===== src/erfs_pkg.sv =====
// Shared types and constants for the earliest-free room scheduler.
// No dependencies; imported by the controller, datapath and top level.
package erfs_pkg;

	localparam int NUM_ROOMS   = 16;
	localparam int IDX_W       = (NUM_ROOMS > 1) ? $clog2(NUM_ROOMS) : 1;
	localparam int NR_W        = $clog2(NUM_ROOMS + 1);
	localparam int CFG_W       = 5;
	localparam int TIME_IN_W   = 32;
	localparam int TIME_W      = 48;
	localparam int CNT_W       = 24;
	localparam int ROOM_OUT_W  = 4;
	localparam int IN_DATA_W   = 64;
	localparam int OUT_DATA_W  = 64;
	localparam logic [CFG_W-1:0] ROOMS_RESET = CFG_W'(16);

	typedef enum logic [2:0] {
		ST_IDLE,
		ST_SCAN,
		ST_COMMIT,
		ST_SUM,
		ST_FINISH
	} erfs_state_t;

	// controller -> datapath
	typedef struct packed {
		logic load;
		logic scan;
		logic commit;
		logic sum;
		logic idx_clr;
		logic out_load;
		logic clear;
	} erfs_cmd_t;

	// datapath -> controller
	typedef struct packed {
		logic hit;
		logic idx_last;
		logic last;
		logic in_bad;
		logic in_last;
		logic out_busy;
	} erfs_sts_t;

endpackage


===== src/erfs_ctrl.sv =====
// Sequencer for the room scheduler: scan, commit, summary, hand-off.
// Depends on erfs_pkg for the state enum and the command/status structs.
module erfs_ctrl (
	input  logic                clk,
	input  logic                arst_n,
	input  logic                in_valid,
	output logic                in_ready,
	input  erfs_pkg::erfs_sts_t sts,
	output erfs_pkg::erfs_cmd_t cmd
);
	import erfs_pkg::*;

	erfs_state_t state_q, state_nxt;

	always_ff @(posedge clk or negedge arst_n) begin
		if (!arst_n) begin
			state_q <= ST_IDLE;
		end else begin
			state_q <= state_nxt;
		end
	end

	always_comb begin
		state_nxt = state_q;
		case (state_q)
			ST_IDLE: begin
				if (in_valid) begin
					if (!sts.in_bad) state_nxt = ST_SCAN;
					else if (sts.in_last) state_nxt = ST_SUM;
					else state_nxt = ST_FINISH;
				end
			end
			ST_SCAN: begin
				if (sts.hit || sts.idx_last) state_nxt = ST_COMMIT;
			end
			ST_COMMIT: begin
				state_nxt = sts.last ? ST_SUM : ST_FINISH;
			end
			ST_SUM: begin
				if (sts.idx_last) state_nxt = ST_FINISH;
			end
			ST_FINISH: begin
				if (!sts.out_busy) state_nxt = ST_IDLE;
			end
			default: state_nxt = ST_IDLE;
		endcase
	end

	always_comb begin
		cmd      = '0;
		in_ready = 1'b0;
		case (state_q)
			ST_IDLE: begin
				in_ready = 1'b1;
				cmd.load = in_valid;
			end
			ST_SCAN: begin
				cmd.scan = 1'b1;
			end
			ST_COMMIT: begin
				cmd.commit  = 1'b1;
				cmd.idx_clr = 1'b1;
			end
			ST_SUM: begin
				cmd.sum = 1'b1;
			end
			ST_FINISH: begin
				cmd.out_load = !sts.out_busy;
				cmd.clear    = !sts.out_busy && sts.last;
			end
			default: begin
				cmd = '0;
			end
		endcase
	end

endmodule


===== src/erfs_dp.sv =====
// Datapath: room store, scan index, min/best trackers, result register.
// Depends on erfs_pkg; driven by erfs_ctrl through erfs_cmd_t.
module erfs_dp (
	input  logic                               clk,
	input  logic                               arst_n,
	input  logic                               cfg_wr_en,
	input  logic [erfs_pkg::CFG_W-1:0]         cfg_wr_data,
	input  logic [erfs_pkg::IN_DATA_W-1:0]     in_data,
	input  logic                               in_last,
	output logic                               out_valid,
	input  logic                               out_ready,
	output logic [erfs_pkg::OUT_DATA_W-1:0]    out_data,
	output logic                               out_last,
	input  erfs_pkg::erfs_cmd_t                cmd,
	output erfs_pkg::erfs_sts_t                sts
);
	import erfs_pkg::*;

	localparam logic [CNT_W-1:0]  COUNT_MAX = '1;
	localparam logic [TIME_W-1:0] TIME_MAX  = '1;

	logic [CFG_W-1:0]     rooms_q;
	logic [NR_W-1:0]      n_act;

	logic [TIME_W-1:0]    free_mem [NUM_ROOMS];
	logic [CNT_W-1:0]     cnt_mem  [NUM_ROOMS];
	logic [NUM_ROOMS-1:0] ent_vld_q;

	logic [TIME_IN_W-1:0] start_q, end_q, dur_q;
	logic                 last_q;
	logic [IDX_W-1:0]     idx_q, sel_q, best_q;
	logic [CNT_W-1:0]     sel_cnt_q, best_cnt_q;
	logic [TIME_W-1:0]    min_free_q;
	logic                 found_q;

	logic [ROOM_OUT_W-1:0] res_room_q;
	logic [TIME_W-1:0]     res_fin_q;
	logic                  res_dly_q, res_bad_q;
	logic                  out_vld_q, out_last_q;
	logic [OUT_DATA_W-1:0] out_data_q;

	logic [TIME_IN_W-1:0] in_start, in_end;
	logic [TIME_W-1:0]    rd_free, fin;
	logic [CNT_W-1:0]     rd_cnt, new_cnt;
	logic [TIME_W:0]      dly_sum;
	logic                 hit;

	assign in_start = in_data[TIME_IN_W-1:0];
	assign in_end   = in_data[2*TIME_IN_W-1:TIME_IN_W];

	// rooms_in_use clamped to 1..NUM_ROOMS
	always_comb begin
		if (rooms_q == '0) n_act = NR_W'(1);
		else if (32'(rooms_q) > NUM_ROOMS) n_act = NR_W'(NUM_ROOMS);
		else n_act = NR_W'(rooms_q);
	end

	always_ff @(posedge clk or negedge arst_n) begin
		if (!arst_n) begin
			rooms_q <= ROOMS_RESET;
		end else if (cfg_wr_en) begin
			rooms_q <= cfg_wr_data;
		end
	end

	// an entry that was never written since the last clear reads as zero
	assign rd_free = ent_vld_q[idx_q] ? free_mem[idx_q] : '0;
	assign rd_cnt  = ent_vld_q[idx_q] ? cnt_mem[idx_q]  : '0;
	assign hit     = rd_free <= TIME_W'(start_q);

	assign dly_sum = {1'b0, min_free_q} + (TIME_W + 1)'(dur_q);
	assign fin     = found_q ? TIME_W'(end_q) :
	                 (dly_sum[TIME_W] ? TIME_MAX : dly_sum[TIME_W-1:0]);
	assign new_cnt = (sel_cnt_q == COUNT_MAX) ? COUNT_MAX : sel_cnt_q + CNT_W'(1);

	always_ff @(posedge clk) begin
		if (cmd.commit) begin
			free_mem[sel_q] <= fin;
			cnt_mem[sel_q]  <= new_cnt;
		end
	end

	always_ff @(posedge clk or negedge arst_n) begin
		if (!arst_n) begin
			ent_vld_q <= '0;
		end else if (cmd.clear) begin
			ent_vld_q <= '0;
		end else if (cmd.commit) begin
			ent_vld_q[sel_q] <= 1'b1;
		end
	end

	always_ff @(posedge clk or negedge arst_n) begin
		if (!arst_n) begin
			idx_q <= '0;
		end else if (cmd.load || cmd.idx_clr) begin
			idx_q <= '0;
		end else if (cmd.scan || cmd.sum) begin
			idx_q <= idx_q + IDX_W'(1);
		end
	end

	always_ff @(posedge clk) begin
		if (cmd.load) begin
			start_q    <= in_start;
			end_q      <= in_end;
			dur_q      <= in_end - in_start;
			last_q     <= in_last;
			found_q    <= 1'b0;
			res_room_q <= '0;
			res_fin_q  <= '0;
			res_dly_q  <= 1'b0;
			res_bad_q  <= in_end <= in_start;
		end
		// first room seeds the minimum; a free room ends the scan
		if (cmd.scan && (hit || idx_q == '0 || rd_free < min_free_q)) begin
			sel_q      <= idx_q;
			sel_cnt_q  <= rd_cnt;
			min_free_q <= rd_free;
			found_q    <= hit;
		end
		if (cmd.commit) begin
			res_room_q <= ROOM_OUT_W'(sel_q);
			res_fin_q  <= fin;
			res_dly_q  <= !found_q;
		end
		if (cmd.sum && (idx_q == '0 || rd_cnt > best_cnt_q)) begin
			best_q     <= idx_q;
			best_cnt_q <= rd_cnt;
		end
		if (cmd.out_load) begin
			out_data_q <= OUT_DATA_W'({
				(last_q ? ROOM_OUT_W'(best_q) : ROOM_OUT_W'(0)),
				res_bad_q, res_dly_q, res_fin_q, res_room_q});
			out_last_q <= last_q;
		end
	end

	always_ff @(posedge clk or negedge arst_n) begin
		if (!arst_n) begin
			out_vld_q <= 1'b0;
		end else if (cmd.out_load) begin
			out_vld_q <= 1'b1;
		end else if (out_ready) begin
			out_vld_q <= 1'b0;
		end
	end

	assign out_valid = out_vld_q;
	assign out_data  = out_data_q;
	assign out_last  = out_last_q;

	always_comb begin
		sts          = '0;
		sts.hit      = hit;
		sts.idx_last = (NR_W'(idx_q) + NR_W'(1)) == n_act;
		sts.last     = last_q;
		sts.in_bad   = in_end <= in_start;
		sts.in_last  = in_last;
		sts.out_busy = out_vld_q && !out_ready;
	end

endmodule


===== src/earliest_free_room_scheduler_core.sv =====
// Top level of the earliest-free room scheduler: stream ports, config write port.
// Depends on erfs_pkg, erfs_ctrl and erfs_dp.
//
// One booking word is taken at a time; s_axis_tready is high only while the
// sequencer is idle. A booking walks the rooms in use one per cycle through a
// single read port of the room store, stopping at the first room free by its
// start time. It visits k rooms (1..n, n being the clamped rooms_in_use), then
// goes through the commit and hand-off states. A booking marked tlast adds a
// pass over the n booking counts to find the most-booked room, then clears
// the store. A bad interval skips the room walk and the commit, adding the
// count pass if last. Results sit in an output register, so the next booking
// is taken while a result waits; a further result stalls only in the hand-off
// state until the output register drains.
module earliest_free_room_scheduler_core (
	input  logic                               clk,
	input  logic                               arst_n,
	input  logic                               cfg_wr_en,
	input  logic [erfs_pkg::CFG_W-1:0]         cfg_wr_data,    // rooms_in_use
	input  logic                               s_axis_tvalid,
	output logic                               s_axis_tready,
	// [31:0] booking start, [63:32] booking end
	input  logic [erfs_pkg::IN_DATA_W-1:0]     s_axis_tdata,
	input  logic                               s_axis_tlast,   // last_booking
	output logic                               m_axis_tvalid,
	input  logic                               m_axis_tready,
	// [3:0] room, [51:4] finish_time, [52] was_delayed, [53] bad_interval,
	// [57:54] most_booked_room, [63:58] zero
	output logic [erfs_pkg::OUT_DATA_W-1:0]    m_axis_tdata,
	output logic                               m_axis_tlast    // summary_valid
);
	import erfs_pkg::*;

	erfs_cmd_t cmd;
	erfs_sts_t sts;

	erfs_ctrl u_ctrl (
		.clk      (clk),
		.arst_n   (arst_n),
		.in_valid (s_axis_tvalid),
		.in_ready (s_axis_tready),
		.sts      (sts),
		.cmd      (cmd)
	);

	erfs_dp u_dp (
		.clk         (clk),
		.arst_n      (arst_n),
		.cfg_wr_en   (cfg_wr_en),
		.cfg_wr_data (cfg_wr_data),
		.in_data     (s_axis_tdata),
		.in_last     (s_axis_tlast),
		.out_valid   (m_axis_tvalid),
		.out_ready   (m_axis_tready),
		.out_data    (m_axis_tdata),
		.out_last    (m_axis_tlast),
		.cmd         (cmd),
		.sts         (sts)
	);

`ifndef SYNTHESIS
	// one booking at a time: no word right after an accept
	a_one_at_a_time: assert property (@(posedge clk) disable iff (!arst_n)
		s_axis_tvalid && s_axis_tready |=> !s_axis_tready)
		else $error("booking accepted while previous one in flight");

	// a result is never loaded over one still waiting
	a_no_overwrite: assert property (@(posedge clk) disable iff (!arst_n)
		cmd.out_load |-> !(m_axis_tvalid && !m_axis_tready))
		else $error("result register overwritten");

	// a rejected interval is never booked
	a_bad_zero: assert property (@(posedge clk) disable iff (!arst_n)
		m_axis_tvalid && m_axis_tdata[53] |->
		m_axis_tdata[51:0] == '0 && !m_axis_tdata[52])
		else $error("bad interval carries a booking");

	// the store is only cleared on the summary hand-off
	a_clear_on_last: assert property (@(posedge clk) disable iff (!arst_n)
		cmd.clear |=> m_axis_tvalid && m_axis_tlast)
		else $error("store cleared without summary");
`endif

endmodule


===== config.mk =====
export PLATFORM = sky130hd
export DESIGN_NAME = earliest_free_room_scheduler_core
export DESIGN_NICKNAME = d
export VERILOG_FILES = /design/src/erfs_pkg.sv /design/src/erfs_ctrl.sv /design/src/erfs_dp.sv /design/src/earliest_free_room_scheduler_core.sv
export SDC_FILE = /design/constraint.sdc
export NUM_CORES = 2
export LEC_CHECK = 0
export BUFFER_PORTS_ARGS = -buffer_cell sky130_fd_sc_hd__buf_2
export CAP_MARGIN = 20
export CORE_AREA = 3 3 427 302
export CTS_CLUSTER_SIZE = 30
export DETAILED_ROUTE_END_ITERATION = 12
export DIE_AREA = 0 0 430 305
export HOLD_SLACK_MARGIN = 0.12
export PLACE_DENSITY = 0.7
export SLEW_MARGIN = 5
export SYNTH_ARGS = -nofsm -noshare
export SYNTH_HDL_FRONTEND = slang
export SYNTH_SLANG_ARGS = --single-unit

===== constraint.sdc =====
create_clock -name clk -period 10.2 [get_ports clk]
set_input_delay 0.51 -clock clk [delete_from_list [all_inputs] [get_ports clk]]
set_output_delay 0.51 -clock clk [all_outputs]
set_load 0.1 [all_outputs]

==> summary.txt <==
Run status
  • Status: completed

STA
  • Worst Clk Skew: 31.83 ps
  • Slew HR: 24.03%
  • Worst setup slack after layout: roughly 2800 ps
  • Actual slew at the worst max-slew pin: 1137 ps
  • Final setup fails: 0
  • Fmax: between 100 and 150 MHz
  • Hold Fails Final Rpt: 0
  • RSZ-0062 raised after global routing: no
  • Setup TNS Final: 0 ps
  • Max Slew Vio Count: 0
  • Final min period: 7406 ps
  • Tcrit/Tclk final: 72.61%

CTS
  • Cts bufs inserted: 141
  • Clock buffer depth: 3
  • CTS tree: done
  • Worst-Skew Late Latency: 780 ps
  • # clock sinks: around 1500
  • Root buf cell: clkbuf_16
  • Clock-pin slew on the worst setup and hold paths: 70 ps
  • CTS H-Tree Depth: 4
  • Cts repair resizes: 0

Synth
  • Top post-synthesis cells by area: edfxtp_1, mux4_2, ha_1, dfrtp_1, and2_1
  • Largest area contributor in the netlist: edfxtp_1
  • Mux share of post-synthesis cell area: 13.42%
  • Synth top area share: 70.44%
  • Synth Flop Type: edfxtp_1
  • Post-synthesis xor/xnor area fraction: 1.106%
  • Post-Synth Simple-Gate Area: under 10%
  • EDFF count, synth: 1467
  • Area fraction in compound gates after synthesis: 4.101%
  • Adder-Cell Fraction of Synth Area: 3.465%
  • Synth cell types: 78
  • #FFs+latches synth: 1496
  • Largest family of logic cells by synthesized area: multiplexers
  • Post-synthesis sequential area ratio: 71.60%
  • Synth Area per Inst: 18.65 µm²
  • Syn Std Cell Area: roughly 0.063 mm²
  • Yosys warning count: 0
  • Ys async rst share: 1.939%
  • Syn Inst Count: roughly 3400

Critical path
  • Arrival time worst endpoint: between 7000 and 8000 ps
  • Critical Path Fanout Max: 96
  • Setup crit start kind: flip-flop
  • Crit path capture type: flip-flop
  • Critical path class: flip-flop to flip-flop
  • CP Data Required Time: 10680 ps

Drt
  • DRT Wirelength: 155500 µm
  • Total iterations of the first detailed-routing run: 6
  • Drt wl/cell: approximately 29 µm
  • DRC viols: 0
  • Post-route ant nets: 0
  • Initial drt markers: 4635
  • Vias: 33700
  • Vias per cell: 6.193

Placed design
  • Input/output buffers: 135
  • Post-detail-place hpwl: 91330 µm
  • Pre-CTS setup slack: 2649 ps
  • Gpl congestion: 0.9232
  • DP Area: 0.06553 mm²

Floorplanning
  • Starting Density: 49.79%
  • Die Y: 305 µm
  • Die X-Extent: 430 µm
  • Full die area: between 0.1 and 0.15 mm²
  • IO Count: roughly 140
  • Row cnt: 109
  • Core area: 0.1256 mm²

Global route
  • Largest net degree at the start of global routing: 115
  • GR Util All Layers: a little under a quarter
  • First-pass GRT wire length: 227200 µm
  • Gr ovfl total: 0
  • Vias in the first global route: 32870
  • Initial antenna violation count: 4

Power and ir drop
  • Power Density: between 300 and 400 mW/mm²
  • LEAKAGE: 24.04 nW
  • Peak VDD IR: roughly 0.24 mV

Cells and area
  • Area growth syn-to-layout: 13.37%
  • Share of layout cells above drive strength 1: between 20% and 30%
  • Final instance area: between 0.07 and 0.08 mm²
  • Nets: 3907

Min path
  • Hold Path Class: input pin to flip-flop

Run
  • Max_cap viols: 0
==> kinds of logic (layout without fill, tap and decap cells) <==
family,after synthesis,after routing
and+or+nand+nor,538,538
DFF,1496,1496
xor gates and xnor gates,79,79
adders and majority gates,172,172
muxes,382,382
other,1,10
buffers and inverters,300,714
AOI/OAI and AO/OA,386,386
==> synth_stat cells (7+ instances only) <==
| master | instances |
|---|---|
| nor2_1 | 109 |
| o21a_1 | 40 |
| dfrtp_1 | 28 |
| o21bai_1 | 7 |
| and3_1 | 19 |
| mux2i_1 | 8 |
| a211oi_1 | 17 |
| a21o_1 | 56 |
| nor3_1 | 46 |
| ha_1 | 170 |
| and2_1 | 102 |
| o211ai_1 | 7 |
| o21ai_0 | 34 |
| buf_1 | 21 |
| nand2_1 | 104 |
| nand3_1 | 37 |
| nor4_1 | 9 |
| a31oi_1 | 21 |
| nor2b_1 | 19 |
| or3_1 | 7 |
| a21oi_1 | 99 |
| nand2b_1 | 27 |
| o22a_1 | 12 |
| xor2_1 | 25 |
| xnor2_1 | 54 |
| mux4_2 | 364 |
| inv_1 | 170 |
| nand4_1 | 36 |
| clkbuf_1 | 87 |
| edfxtp_1 | 1467 |
| o21ai_1 | 28 |
| buf_2 | 14 |
| mux2_2 | 8 |
==> per-stage QoR <==
| step | utilization (%) | std cells | power, mW | hold WS (ps) |
|---|---|---|---|---|
| finish | 56.45 | 5442 | 21.51 | 213.4 |
| global route | 56.44 | 5439 | 22.45 | 207.4 |
| CTS | 56.40 | 5433 | 21.55 | 158.9 |
| detailed placement | 52.17 | 5100 | 16.29 | 404.5 |
| global placement | 52.16 | 5099 | 16.17 | 400.9 |
| floorplan | - | 3359 | 14.01 | 214.4 |
==> where the power goes <==
part | total (mW) | internal (mW) | switching [mW]
sequential | 9.33 | 8.96 | 0.370
clock | 5.22 | 2.94 | 2.28
combinational | 6.96 | 2.37 | 4.58
total | 21.5 | 14.3 | 7.24
==> cells in the final DEF, fill, tap and decap left out, types with 56 or more instances in the layout <==
| cell | n |
|---|---|
| buf_4 | 72 |
| a21oi_1 | 99 |
| buf_2 | 135 |
| dlygate4sd3_1 | 77 |
| mux4_2 | 364 |
| a21o_1 | 56 |
| ha_1 | 170 |
| nor2_1 | 97 |
| inv_1 | 170 |
| nand2_1 | 104 |
| clkbuf_16 | 143 |
| edfxtp_1 | 1467 |
| and2_1 | 101 |
==> final timing paths <==
check / startpoint / to / slack (ps) / cells past startpoint
min in group asynchronous: arst_n / u_dp.out_valid$_DFFE_PN0P_ / 360 / 2
worst min-delay path: m_axis_tready / u_dp.out_valid$_DFFE_PN0P_ / 210 / 3
max in group asynchronous: arst_n / u_dp.idx_q[0]$_DFFE_PN0P_ / 9210 / 2
worst min register to register: u_dp.res_fin_q[4]$_SDFFCE_PN0N_ / u_dp.out_data[8]$_DFFE_PP_ / 420 / 0
worst max register to register: u_dp.idx_q[0]$_DFFE_PN0P_ / u_dp.found_q$_SDFFCE_PN0P_ / 2790 / 16
worst max-delay path: u_dp.idx_q[0]$_DFFE_PN0P_ / u_dp.found_q$_SDFFCE_PN0P_ / 2790 / 16
==> registers in the layout (all words and copies together) (netlist names), 3 cells and up <==
register / cells
u_dp.rooms_q: 5
u_dp.dur_q: 32
u_dp.free_mem: 768
u_dp.min_free_q: 48
u_ctrl.state_q: 3
u_dp.start_q: 32
u_dp.sel_q: 4
u_dp.sel_cnt_q: 24
u_dp.ent_vld_q: 16
u_dp.idx_q: 4
u_dp.end_q: 32
u_dp.out_data: 58
u_dp.best_q: 4
u_dp.cnt_mem: 384
u_dp.best_cnt_q: 24
u_dp.res_fin_q: 48
u_dp.res_room_q: 4
==> worst max-delay path, stage by stage, from the launching register on <==
cell and delay [ps]:
dfrtp_4 670, buf_12 630, buf_4 730, mux4_2 610
mux4_2 490, and2_1 210, ha_1 310, a21o_1 180
a21o_1 170, a21oi_1 150, o221ai_1 120, a21oi_1 380
nor3_1 130, o311ai_1 730, a32o_4 700, buf_4 610
or2_1 190
==> per-layer routing <==
metal  up-vias  GRT usage [%]  share of wire (%)  wire, µm
met2      1721          35.04                 45     70380
met1     17640          36.87                 44     67660
met5         -              0                  0         0
li1      14120              -                  -         -
met3       217          3.749                8.9     13910
met4         0          6.857                2.3      3564
==> what timing repair did <==
| action | in CTS | in global routing |
|---|---|---|
| setup buffers | 0 | 0 |
| hold endpoints to repair | 99 | 0 |
| hold buffers | 77 | 0 |
| endpoints found under the setup margin | 0 | 0 |
==> final cells by class <==
| cell class | instances | area, µm² |
|---|---|---|
| Clock inverter | 85 | 844.6 |
| Sequential cell | 1496 | 44790 |
| Tap cell | 1665 | 2083 |
| Multi-Input combinational cell | 1563 | 16760 |
| Fill cell | 9278 | 54700 |
| Inverter | 170 | 638.1 |
| Timing Repair Buffer | 288 | 2067 |
| Clock buffer | 171 | 3704 |
| Antenna cell | 4 | 10.01 |
No activity file was read; power rests on OpenSTA's default activity.
